<file path="src/rtl/rpcc_pkg.sv">
// Shared types, constants and the microcode program for the rigid-pose unit.
// Used by every module of the block; depends on nothing else.
package rpcc_pkg;

  // default fraction bits of the rotation quaternion
  localparam int ROT_FRAC_BITS_DEF = 30;

  // wide signed width used for saturation and write-back arithmetic
  localparam int SAT_W = 72;

  // microprogram counter
  localparam int PC_W = 6;

  // bounds
  localparam logic signed [SAT_W-1:0] S32_MAX   = SAT_W'(32'sh7fffffff);
  localparam logic signed [SAT_W-1:0] S32_MIN   = SAT_W'(32'sh80000000);
  localparam logic signed [SAT_W-1:0] INNER_MAX = (SAT_W'(1) <<< 32) - SAT_W'(1);

  // configuration register indexes
  localparam logic CFG_DIST_LIMIT = 1'b0;
  localparam logic CFG_MIN_DOT    = 1'b1;

  typedef enum logic [1:0] {
    OP_LOAD, OP_COMPOSE, OP_INVERT, OP_CONFLICT
  } op_t;

  // sequencer control per step
  typedef enum logic [1:0] {
    CTL_NEXT, CTL_BR_INV, CTL_BR_CMP, CTL_END
  } ctl_t;

  // multiplier B operand: input quaternion, input translation, inner vector
  typedef enum logic [3:0] {
    B_Q0, B_Q1, B_Q2, B_Q3, B_T0, B_T1, B_T2, B_U0, B_U1, B_U2
  } bsel_t;

  // accumulator destination on the last term of a sum
  typedef enum logic [3:0] {
    D_NONE, D_U0, D_U1, D_U2, D_O0, D_O1, D_O2, D_Q0, D_Q1, D_Q2, D_Q3, D_DOT
  } dst_t;

  typedef struct packed {
    ctl_t            ctl;
    logic [PC_W-1:0] target;
    logic            term;
    logic [1:0]      asel;
    bsel_t           bsel;
    logic            neg;
    logic            first;
    logic            last;
    dst_t            dst;
    logic            sq_step;
    logic [1:0]      dist_idx;
  } uword_t;

  // sequencer to datapath
  typedef struct packed {
    logic   accept;
    logic   busy;
    uword_t uw;
  } seq_ctrl_t;

  // program entry points
  localparam logic [PC_W-1:0] PC_ROT  = PC_W'(18);
  localparam logic [PC_W-1:0] PC_CONF = PC_W'(35);

  function automatic uword_t mk_term(input logic [1:0] a, input bsel_t b,
                                     input logic neg, input logic first,
                                     input logic last, input dst_t dst);
    uword_t w;
    w = '0;
    w.ctl   = CTL_NEXT;
    w.term  = 1'b1;
    w.asel  = a;
    w.bsel  = b;
    w.neg   = neg;
    w.first = first;
    w.last  = last;
    w.dst   = dst;
    return w;
  endfunction

  function automatic uword_t mk_ctl(input ctl_t ctl, input logic [PC_W-1:0] target);
    uword_t w;
    w = '0;
    w.ctl    = ctl;
    w.target = target;
    w.dst    = D_NONE;
    return w;
  endfunction

  function automatic uword_t mk_dist(input logic [1:0] idx);
    uword_t w;
    w = '0;
    w.ctl      = CTL_NEXT;
    w.dst      = D_NONE;
    w.sq_step  = 1'b1;
    w.dist_idx = idx;
    return w;
  endfunction

  // control store: one word per step
  function automatic uword_t ucode(input logic [PC_W-1:0] pc);
    uword_t w;
    case (pc)
      // dispatch
      6'd0:  w = mk_ctl(CTL_BR_INV, PC_ROT);
      6'd1:  w = mk_ctl(CTL_BR_CMP, PC_CONF);
      // quaternion product reference * input
      6'd2:  w = mk_term(2'd0, B_Q0, 1'b0, 1'b1, 1'b0, D_NONE);
      6'd3:  w = mk_term(2'd1, B_Q1, 1'b1, 1'b0, 1'b0, D_NONE);
      6'd4:  w = mk_term(2'd2, B_Q2, 1'b1, 1'b0, 1'b0, D_NONE);
      6'd5:  w = mk_term(2'd3, B_Q3, 1'b1, 1'b0, 1'b1, D_Q0);
      6'd6:  w = mk_term(2'd0, B_Q1, 1'b0, 1'b1, 1'b0, D_NONE);
      6'd7:  w = mk_term(2'd1, B_Q0, 1'b0, 1'b0, 1'b0, D_NONE);
      6'd8:  w = mk_term(2'd2, B_Q3, 1'b0, 1'b0, 1'b0, D_NONE);
      6'd9:  w = mk_term(2'd3, B_Q2, 1'b1, 1'b0, 1'b1, D_Q1);
      6'd10: w = mk_term(2'd0, B_Q2, 1'b0, 1'b1, 1'b0, D_NONE);
      6'd11: w = mk_term(2'd1, B_Q3, 1'b1, 1'b0, 1'b0, D_NONE);
      6'd12: w = mk_term(2'd2, B_Q0, 1'b0, 1'b0, 1'b0, D_NONE);
      6'd13: w = mk_term(2'd3, B_Q1, 1'b0, 1'b0, 1'b1, D_Q2);
      6'd14: w = mk_term(2'd0, B_Q3, 1'b0, 1'b1, 1'b0, D_NONE);
      6'd15: w = mk_term(2'd1, B_Q2, 1'b0, 1'b0, 1'b0, D_NONE);
      6'd16: w = mk_term(2'd2, B_Q1, 1'b1, 1'b0, 1'b0, D_NONE);
      6'd17: w = mk_term(2'd3, B_Q0, 1'b0, 1'b0, 1'b1, D_Q3);
      // inner vector u = q x v + w v
      6'd18: w = mk_term(2'd2, B_T2, 1'b0, 1'b1, 1'b0, D_NONE);
      6'd19: w = mk_term(2'd3, B_T1, 1'b1, 1'b0, 1'b0, D_NONE);
      6'd20: w = mk_term(2'd0, B_T0, 1'b0, 1'b0, 1'b1, D_U0);
      6'd21: w = mk_term(2'd3, B_T0, 1'b0, 1'b1, 1'b0, D_NONE);
      6'd22: w = mk_term(2'd1, B_T2, 1'b1, 1'b0, 1'b0, D_NONE);
      6'd23: w = mk_term(2'd0, B_T1, 1'b0, 1'b0, 1'b1, D_U1);
      6'd24: w = mk_term(2'd1, B_T1, 1'b0, 1'b1, 1'b0, D_NONE);
      6'd25: w = mk_term(2'd2, B_T0, 1'b1, 1'b0, 1'b0, D_NONE);
      6'd26: w = mk_term(2'd0, B_T2, 1'b0, 1'b0, 1'b1, D_U2);
      // wait for the last inner component to land
      6'd27: w = mk_ctl(CTL_NEXT, '0);
      // outer cross product q x u, written back as translation
      6'd28: w = mk_term(2'd2, B_U2, 1'b0, 1'b1, 1'b0, D_NONE);
      6'd29: w = mk_term(2'd3, B_U1, 1'b1, 1'b0, 1'b1, D_O0);
      6'd30: w = mk_term(2'd3, B_U0, 1'b0, 1'b1, 1'b0, D_NONE);
      6'd31: w = mk_term(2'd1, B_U2, 1'b1, 1'b0, 1'b1, D_O1);
      6'd32: w = mk_term(2'd1, B_U1, 1'b0, 1'b1, 1'b0, D_NONE);
      6'd33: w = mk_term(2'd2, B_U0, 1'b1, 1'b0, 1'b1, D_O2);
      6'd34: w = mk_ctl(CTL_END, '0);
      // conflict test: dot product, then squared distance
      6'd35: w = mk_term(2'd0, B_Q0, 1'b0, 1'b1, 1'b0, D_NONE);
      6'd36: w = mk_term(2'd1, B_Q1, 1'b0, 1'b0, 1'b0, D_NONE);
      6'd37: w = mk_term(2'd2, B_Q2, 1'b0, 1'b0, 1'b0, D_NONE);
      6'd38: w = mk_term(2'd3, B_Q3, 1'b0, 1'b0, 1'b1, D_DOT);
      6'd39: w = mk_dist(2'd0);
      6'd40: w = mk_dist(2'd1);
      6'd41: w = mk_dist(2'd2);
      6'd42: w = mk_ctl(CTL_NEXT, '0);
      6'd43: w = mk_ctl(CTL_END, '0);
      default: w = mk_ctl(CTL_END, '0);
    endcase
    return w;
  endfunction

  // clamp to signed 32 bits
  function automatic logic signed [31:0] sat32(input logic signed [SAT_W-1:0] v);
    logic signed [31:0] r;
    if (v > S32_MAX) r = 32'sh7fffffff;
    else if (v < S32_MIN) r = 32'sh80000000;
    else r = v[31:0];
    return r;
  endfunction

  // saturated negation
  function automatic logic signed [31:0] neg_sat(input logic signed [31:0] v);
    logic signed [31:0] r;
    if (v == 32'sh80000000) r = 32'sh7fffffff;
    else r = -v;
    return r;
  endfunction

endpackage

</file>
<file path="src/rtl/rpcc_sequencer.sv">
// Microprogram sequencer: step counter, branch on operation, handshake control.
// Depends on rpcc_pkg for the control store and control word types.
module rpcc_sequencer (
  input  logic               clk,
  input  logic               rst,
  input  logic               in_valid,
  input  logic [1:0]         operation,
  input  logic               out_stall,
  input  rpcc_pkg::op_t      op_q,
  output logic               in_stall,
  output logic               out_valid,
  output rpcc_pkg::seq_ctrl_t ctrl
);
  import rpcc_pkg::*;

  logic [PC_W-1:0] pc, pc_next;
  logic            busy, busy_next;
  logic            out_valid_next;
  logic            accept;
  uword_t          uw;

  assign uw       = ucode(pc);
  assign in_stall = busy | out_valid;
  assign accept   = in_valid & ~in_stall;

  assign ctrl.accept = accept;
  assign ctrl.busy   = busy;
  assign ctrl.uw     = uw;

  // next step, branches and completion
  always_comb begin
    pc_next        = pc;
    busy_next      = busy;
    out_valid_next = out_valid;
    if (out_valid && !out_stall) out_valid_next = 1'b0;
    if (accept) begin
      pc_next   = '0;
      busy_next = (op_t'(operation) != OP_LOAD);
    end else if (busy) begin
      case (uw.ctl)
        CTL_NEXT:   pc_next = pc + PC_W'(1);
        CTL_BR_INV: pc_next = (op_q == OP_INVERT) ? uw.target : pc + PC_W'(1);
        CTL_BR_CMP: pc_next = (op_q == OP_CONFLICT) ? uw.target : pc + PC_W'(1);
        CTL_END: begin
          busy_next      = 1'b0;
          out_valid_next = 1'b1;
        end
        default: pc_next = pc + PC_W'(1);
      endcase
    end
  end

  always_ff @(posedge clk) begin
    if (rst) begin
      pc        <= '0;
      busy      <= 1'b0;
      out_valid <= 1'b0;
    end else begin
      pc        <= pc_next;
      busy      <= busy_next;
      out_valid <= out_valid_next;
    end
  end

endmodule

</file>
<file path="config.mk">
export PLATFORM = sky130hd
export DESIGN_NAME = rpcc_sequencer
export DESIGN_NICKNAME = d
export VERILOG_FILES = /design/src/rtl/rpcc_pkg.sv /design/src/rtl/rpcc_sequencer.sv
export SDC_FILE = /design/constraint.sdc
export NUM_CORES = 1
export LEC_CHECK = 0
export BUFFER_PORTS_ARGS = -buffer_cell sky130_fd_sc_hd__buf_2
export CAP_MARGIN = 10
export CORE_MARGIN = 4
export CORE_UTILIZATION = 40
export CTS_BUF_LIST = sky130_fd_sc_hd__clkbuf_8 sky130_fd_sc_hd__clkbuf_16
export DETAILED_ROUTE_END_ITERATION = 16
export GPL_ROUTABILITY_DRIVEN = 0
export MAX_ROUTING_LAYER = met4
export PLACE_DENSITY = 0.71
export SYNTH_ARGS = -nofsm -noshare
export SYNTH_HDL_FRONTEND = slang
export SYNTH_SLANG_ARGS = --single-unit
</file>
<file path="constraint.sdc">
create_clock -name clk -period 2.7 [get_ports clk]
set_input_delay 0.405 -clock clk [delete_from_list [all_inputs] [get_ports clk]]
set_output_delay 0.405 -clock clk [all_outputs]
set_load 0.05 [all_outputs]
</file>
Word level (Yosys, flattened, before mapping)
Memories as Yosys holds them, arrays and structs flattened. A register that Yosys moved wholly into a read port is not among the register bits. Index checks and enable logic that the tools add are counted.

Register bits: 8. ROM bits: 1472. Bits of input ports: 8. Output and inout port bits: 29. Memories kept: 1.

Memories: (name not given) (words 64, bits a word 23, rd ports 1, clocked after memory_dff 1, wr ports 0, RTL line rpcc_pkg.sv:105) `case (pc)`.

$add $sub $neg: 1. Eq/ne operators: 5. Mux-type cells: 12. Bitwise logic cells: 3. Reduce and logical (&&, ||, !) cells: 7.

Operator list (count): 6-bit two-way mux (4); 6-bit one-hot mux with 3 select lines (1); 2-bit equality test (second input constant) (4); 1-bit two-way mux (7); 6-bit by 1-bit adder with 6-bit output (second input constant) (1); 3-bit nonzero test (1); 2-bit by 1-bit equality test with 1-bit output (second input constant) (1); 2-bit logical NOT (1); 2-bit AND reduction (1); 2-bit nonzero test (1); 2-bit OR reduction (1); 1-bit bitwise AND (1); 1-bit logical AND (1); 1-bit logical NOT (1); 1-bit inverter (1); 1-bit bitwise OR (1).

Logic depth before layout (Yosys ltp)
Gate-level depths: netlist of the first run.

Word-level depth: 6. Depth in mapped cells: 13.

Worst setup path after synthesis of the first run
OpenSTA, ideal clock, no wires.

Path type: register to register. From: register uw[23] (netlist name). To: register uw[7] (netlist name). Setup time: 121 ps. Data arrival time: 3029 ps. Path slack: -450 ps. Stages on the path, launching flop included: 13. Buffers on the path: 1. Clock period less this slack: 3150 ps. Cells stage by stage: dfxtp_1 > inv_1 > ha_1 > nor2b_1 > nand3_1 > a311oi_4 > inv_1 > ha_1 > buf_4 > nand2_1 > a21oi_1 > nor3_1 > nor3_1.

Cells in the longest elaborated chain, start to end: 5. Elaborated cells between the ends (all ways): 8. Classes of those cells: eq/ne (2); mux (3); reduce/logical (3).

Ends and longest elaborated chain: 2-bit equality test (tied with other cells) (RTL line rpcc_sequencer.sv:40) `case (uw.ctl)`; 3-bit nonzero test (no line); 2-bit AND reduction (no line); 6-bit two-way mux (no line) * (2 in series).

Every way passes the cells marked *; elsewhere a longest branch is shown, timed or not. A chain may end at the register's enable or synchronous reset.

Final worst setup path of the first run
From: register uw[23] (netlist name). To: register uw[3] (netlist name).

Cells in the longest elaborated chain, start to end: 5. Elaborated cells between the ends (all ways): 8. Classes of those cells: eq/ne (2); mux (3); reduce/logical (3).

Ends and longest elaborated chain (RTL line): 2-bit equality test (tied with other cells) (rpcc_sequencer.sv:40); 3-bit nonzero test (no line); 2-bit AND reduction (no line); 6-bit two-way mux (no line) * (2 in series).

Marks and branches as above.

==> summary.txt, run 1 <==
Cell Chain, Critical Path = inv_1, ha_2, nand2b_4, o211ai_1, a311oi_4, buf_4, inv_2, buf_4, ha_1, nand2_1, a31oi_1, a32o_1
M1 WL = 2.38 mm
CP arrival = 2.74 ns
DR vias/cell = 5.56
P per Cell Area = 483 nW/um^2
Most frequent cells after synthesis = dfxtp_1, nand2_1, a21oi_1, nand3_1, nor2_1
Vias = 1,969
MaxCap Viol Count = 0
Mapped Cells = 243
Initial antenna violation count = 0
Core ar. = 4850 sq um
Post-synthesis register bit count = 30
Top Layer Used = met4
CTS tree = yes
Largest area contributor in the netlist = dfxtp_1
Yosys warnings = 0
Worst-case clock skew = 0.00112 ns
Post-synth cell types = 71
Crit. End Element = register
Max stage delay cell, worst path = ha_2
CP Data Required Time = 2.87 ns
Clock tree sinks = 30
Max H-tree Level = 2
Initial Util = 42.2%
Status = finished, final reports clean
Avg Cell Area, Syn = 8.42 sq um
Chip width = 79.5 microns
Final instance area = 2510 sq um
Most common cell in the netlist = dfxtp_1
Seq/Total Area, Yosys = 29.4%
Fraction of layout cells with a size suffix above 1 = 36.9%
Clk Tree Root Cell = clkbuf_8
Ranking of synthesized cells by area = dfxtp_1, ha_1, a21oi_1, nand2_1, nand3_1
FP Rows = 25
Detailed Routing Iterations Pass 1 = 4
Startpoint types = register
Port Buf Inserts = 34
Slew HR = 64.5%
Worst slew pin tran = 0.527 ns
Peak supply drop = 0.214 mV
ANT nets after route = 0
Fin crit share = 95.1%
Max Slew Vio Count = 0
Post-Layout Cell Count = 354
Largest net degree at the start of global routing = 23
Total Routing Usage GR = 18.4%
Area Growth Syn to Fin = 22.9%
Leakage = 1.08 nW
DP Area = 2370 sq um
First-pass GRT wire length = 8.96 mm
Final #Nets = 303
Total grt overflow = 0
HPWL after DPL = 3.97 mm
DR WL met3 = 477 microns
Die height = 79.5 microns
Post-synth top area share = 29.4%
DIE AREA = 6320 sq um
HP Class = in2reg
Critical path class = reg2reg
Max FO, Critical Path = 6
Crit path top cell by count = buf_4
Final Hold Viols = 0
Clk slew on worst S/H paths = 0.06 ns
DR DRC count = 0
Critical Path Max Stage Delay = 0.37 ns
Tmin final = 2.57 ns
TritonCTS Buffers = 5
Final setup fails = 0
Design Power = 0.00121 W
Routed WL = 5.38 mm
Vias in the first global route = 1,847
Prevailing post-synth register cell = dfxtp_1
Peak Freq = 390 MHz
IO Count = 37
Antenna diode count = 0
Post-Syn Area = 2050 sq um
Clock Tree Buf Depth = 2
Clk_lat worst skew = 0.28 ns
Cells after DPL = 344
Met2 wire length = 2.43 mm
Number of flops mapped to enable cells by yosys = 0
Initial DRC Count = 257
Finished Core Util = 51.9%
Post-synth ARST share = 0%
Wire per inst = 15.2 microns
cells in the final DEF (no fill, tap or decap), drive strengths merged, types with 2 or more instances in the layout:
master / Yosys / routed
a211oi: 4 / 4
a21oi: 19 / 19
a2bb2oi: 2 / 2
a311oi: 2 / 2
a31oi: 8 / 8
and3: 5 / 5
buf: 14 / 55
clkbuf: 6 / 6
conb: 1 / 2
dfxtp: 30 / 30
ha: 9 / 9
inv: 10 / 11
mux2: 2 / 2
mux2i: 2 / 2
nand2: 27 / 27
nand2b: 4 / 4
nand3: 15 / 15
nand4: 2 / 2
nor2: 15 / 15
nor3: 6 / 6
nor3b: 3 / 3
o2111ai: 2 / 2
o211ai: 8 / 8
o21ai: 14 / 14
o22ai: 5 / 5
o31ai: 4 / 4
o32ai: 2 / 2
or2: 3 / 3
xnor2: 3 / 3
state kept, by name (all words and copies together) (netlist names):
| name | count |
|---|---|
| pc | 6 |
| busy | 1 |
| out_valid | 1 |
| uw | 22 |
per-layer routing:
metal | global-route usage [%] | vias up
li1 | - | 982
met1 | 23.4 | 891
met2 | 28.3 | 87
met3 | 4.29 | 9
met4 | 7.04 | 0
met5 | - | -
where the power goes:
part	leakage [nW]	internal (W)	switching [W]	total, W
combinational	0.780	0.000131	0.000238	0.000369
clock	0.0524	0.000201	0.000165	0.000366
sequential	0.244	0.000464	0.0000146	0.000479
total	1.08	0.000796	0.000418	0.00121
cell type report:
type	count	area [sq um]
fill	439	2330
multi-input combinational	184	1330
sequential	30	606
timing repair buffer	55	365
tap	67	83.8
clock buffer	6	82.6
inverter	10	40.0
clock inverter	2	8.76
worst paths after layout:
check,startpoint,end,slack [ns],depth (start not counted)
worst max-delay path,uw[23],uw[3],0.13,12
worst min-delay path,rst,busy,0.32,2
worst max register to register,uw[23],uw[3],0.13,12
worst min register to register,out_valid,out_valid,0.57,2
cells by family after synthesis:
| family | count (synthesis) | synth area share (%) |
|---|---|---|
| AO/OA/AOI/OAI | 80 | 29.9 |
| AND/OR/NAND/NOR | 86 | 23.4 |
| other | 1 | 0.183 |
| flip-flops | 30 | 29.4 |
| multiplexers | 4 | 2.45 |
| adder cells (fa/ha/maj) | 9 | 5.50 |
| XOR/XNOR | 3 | 1.28 |
| buffers and inverters | 30 | 7.95 |
worst max-delay path, delay by kind of cell, from the launching register on:
kind / cells / cell delay (ns)
fa+ha+maj: 2 / 0.57
flops: 1 / 0.35
simple gates: 2 / 0.22
buf+inv: 4 / 0.47
compound gates: 4 / 0.85
stage by stage:
| step | TNS (ns) | hold WS (ns) | setup WS [ns] |
|---|---|---|---|
| after global routing | -0.0179 | 0.335 | -0.0147 |
| final | 0 | 0.322 | 0.134 |
| after global placement | 0 | 0.545 | 0.0250 |
| after floorplan | 0 | 0.474 | 0.0229 |
| after CTS | 0 | 0.318 | 0.0589 |
| after detailed placement | 0 | 0.556 | 0.0124 |
timing repair:
action	CTS	global route
hold buffers	0	0
buffers inserted	0	2
endpoints found under the setup margin	2	10
pin swaps	0	2
resized for setup	1	8
Power figures use the tool's default switching activity.
==> run 2: changes to the inputs <==
- CORE_ASPECT_RATIO: unset -> 1.1
==> run 2 against run 1 <==
  * Total power is 1.9% higher
  * Sequential share of layout area down 0.060 points
  * Largest cell class unchanged
  * Critical endpoint is now uw[8]
  * Fmax decreased by 1.2%
==> summary.txt, run 2 (synthesis results as in run 1) <==
Tmin final = 2.60 ns (was 2.57 ns)
Wire per inst = 16.7 microns (was 15.2 microns)
Fin crit share = 96.2% (was 95.1%)
Critical path class = reg2reg (unchanged)
Clock Tree Buf Depth = 2 (unchanged)
DIE AREA = 6320 sq um (about the same)
Most common cell after layout, fill and taps aside = buf_2 (unchanged)
Most frequent cells in the layout = buf_2, dfxtp_1, nand2_1, a21oi_1, buf_4 (unchanged)
Worst path depth = 11 (was 12)
DR vias/cell = 5.92 (was 5.56)
Detailed Routing Iterations Pass 1 = 6 (was 4)
HPWL after DPL = 4.10 mm (was 3.97 mm)
Multi-input logic area = 1370 sq um (was 1330 sq um)
Final instance area = 2520 sq um (was 2510 sq um)
Final setup fails = 0 (unchanged)
Routed WL = 5.73 mm (was 5.38 mm)
Post-Layout Cell Count = 344 (was 354)
Clk slew on worst S/H paths = 0.06 ns (about the same)
Core ar. = 4970 sq um (was 4850 sq um)
Critical Path Max Stage Delay = 0.50 ns (was 0.37 ns)
Max H-tree Level = 2 (unchanged)
Die height = 83.0 microns (was 79.5 microns)
DR DRC count = 0 (unchanged)
Clock tree sinks = 30 (unchanged)
IO Count = 37 (unchanged)
Antenna diode count = 0 (unchanged)
Clk_lat worst skew = 0.28 ns (about the same)
CP Data Required Time = 2.86 ns (was 2.87 ns)
Depth of the most critical reg-to-reg path = 11 (was 12)
Cell Chain, Critical Path = inv_1, ha_4, or3_4, o211ai_1, a311oi_4, inv_2, buf_4, ha_1, o21a_1, o22ai_1, o32ai_1 (was inv_1, ha_2, nand2b_4, o211ai_1, a311oi_4, buf_4, inv_2, buf_4, ha_1, nand2_1, a31oi_1, a32o_1)
Fraction of layout cells with a size suffix above 1 = 37.8% (was 36.9%)
Vias = 2,036 (was 1,969)
DP Area = 2320 sq um (was 2370 sq um)
CTS tree = yes (unchanged)
TritonCTS Buffers = 5 (unchanged)
Clk Tree Root Cell = clkbuf_8 (unchanged)
Peak supply drop = 0.250 mV (was 0.214 mV)
Final Hold Viols = 0 (unchanged)
Hold_ws = 0.326 ns (was 0.322 ns)
Max Slew Vio Count = 0 (unchanged)
Worst-case clock skew = 0.00763 ns (was 0.00112 ns)
Worst slew pin tran = 0.531 ns (was 0.527 ns)
Crit. End Element = register (unchanged)
Port Buf Inserts = 34 (unchanged)
Startpoint types = register (unchanged)
Hold buffers post-CTS = 0 (unchanged)
Total grt overflow = 0 (unchanged)
Initial Util = 41.2% (was 42.2%)
Chip width = 76.2 microns (was 79.5 microns)
Final #Nets = 302 (was 303)
Max FO, Critical Path = 6 (unchanged)
Status = finished, final reports clean (unchanged)
ANT nets after route = 0 (unchanged)
Hold depth = 2 (unchanged)
Sequential cell area = 606 sq um (unchanged)
Fillers = 502 (was 439)
Vias in the first global route = 1,977 (was 1,847)
Peak Freq = 385 MHz (was 390 MHz)
Initial DRC Count = 135 (was 257)
Leakage = 1.07 nW (was 1.08 nW)
Largest net degree at the start of global routing = 17 (was 23)
FP Rows = 27 (was 25)
Max FFs per register = 22 (unchanged)
Crit-path leading delay family = compound AO/OA/AOI/OAI gates (unchanged)
Initial antenna violation count = 0 (unchanged)
CP arrival = 2.76 ns (was 2.74 ns)
P per Cell Area = 491 nW/um^2 (was 483 nW/um^2)
First-pass GRT wire length = 9.48 mm (was 8.96 mm)
HP Class = in2reg (unchanged)
Total negative setup slack = 0 ns (unchanged)
CP Buf/Inv Count = 3 (was 4)
MaxCap Viol Count = 0 (unchanged)
Total Routing Usage GR = 18.6% (was 18.4%)
Slew HR = 64.6% (was 64.5%)
Max stage delay cell, worst path = a311oi_4 (was ha_2)
Cells after DPL = 333 (was 344)
Area Growth Syn to Fin = 23.2% (was 22.9%)
==> run 2: through the flow <==
step	setup WS, ns	utilization (%)	power, W
after global routing	-0.0235	50.8	0.00130
final	0.103	50.8	0.00124
after global placement	0.117	46.7	0.000829
after CTS	0.0513	48.5	0.00120
after detailed placement	0.0639	46.7	0.000834
after floorplan	0.0229	-	0.000759
==> run 2: area by class of cell <==
cell class	instances	area share [%]
clock inverter	2	0.347
clock buffer	6	3.28
timing repair buffer	54	13.7
sequential	30	24.0
multi-input combinational	184	54.2
tap	58	2.88
inverter	10	1.59
==> run 2: layer usage <==
layer / track usage [%] / share of wire (%) / wire length [microns] / up-vias
met1: 21.1 / 41 / 2350 / 973
met2: 32.0 / 50 / 2890 / 69
met4: 7.15 / 2.9 / 167 / 0
met3: 3.69 / 5.7 / 328 / 16
met5: - / 0 / 0 / -
li1: - / - / - / 978
==> run 2: final timing paths <==
check            start        end  slack [ns]
max             uw[23]      uw[8]        0.10
min                rst       busy        0.33
max reg2reg     uw[23]      uw[8]        0.10
min reg2reg  out_valid  out_valid        0.59
==> run 2: what timing repair did <==
item | CTS | global route
resized for setup | 0 | 15
buffers inserted | 0 | 3
setup endpoints to repair | 0 | 9
==> run 2: power by group <==
group,internal [W],leakage [nW],total (W),switching (W)
clock,0.000201,0.0524,0.000364,0.000163
combinational,0.000143,0.775,0.000394,0.000251
sequential,0.000464,0.244,0.000479,0.0000153
total,0.000808,1.07,0.00124,0.000429
==> run 2: worst reg2reg max path: stages (launching register included) <==
cell and delay [ns]:
dfxtp_4 0.35, inv_1 0.06, ha_4 0.31, or3_4 0.15, o211ai_1 0.15, a311oi_4 0.50
inv_2 0.07, buf_4 0.17, ha_1 0.21, o21a_1 0.23, o22ai_1 0.16, o32ai_1 0.11
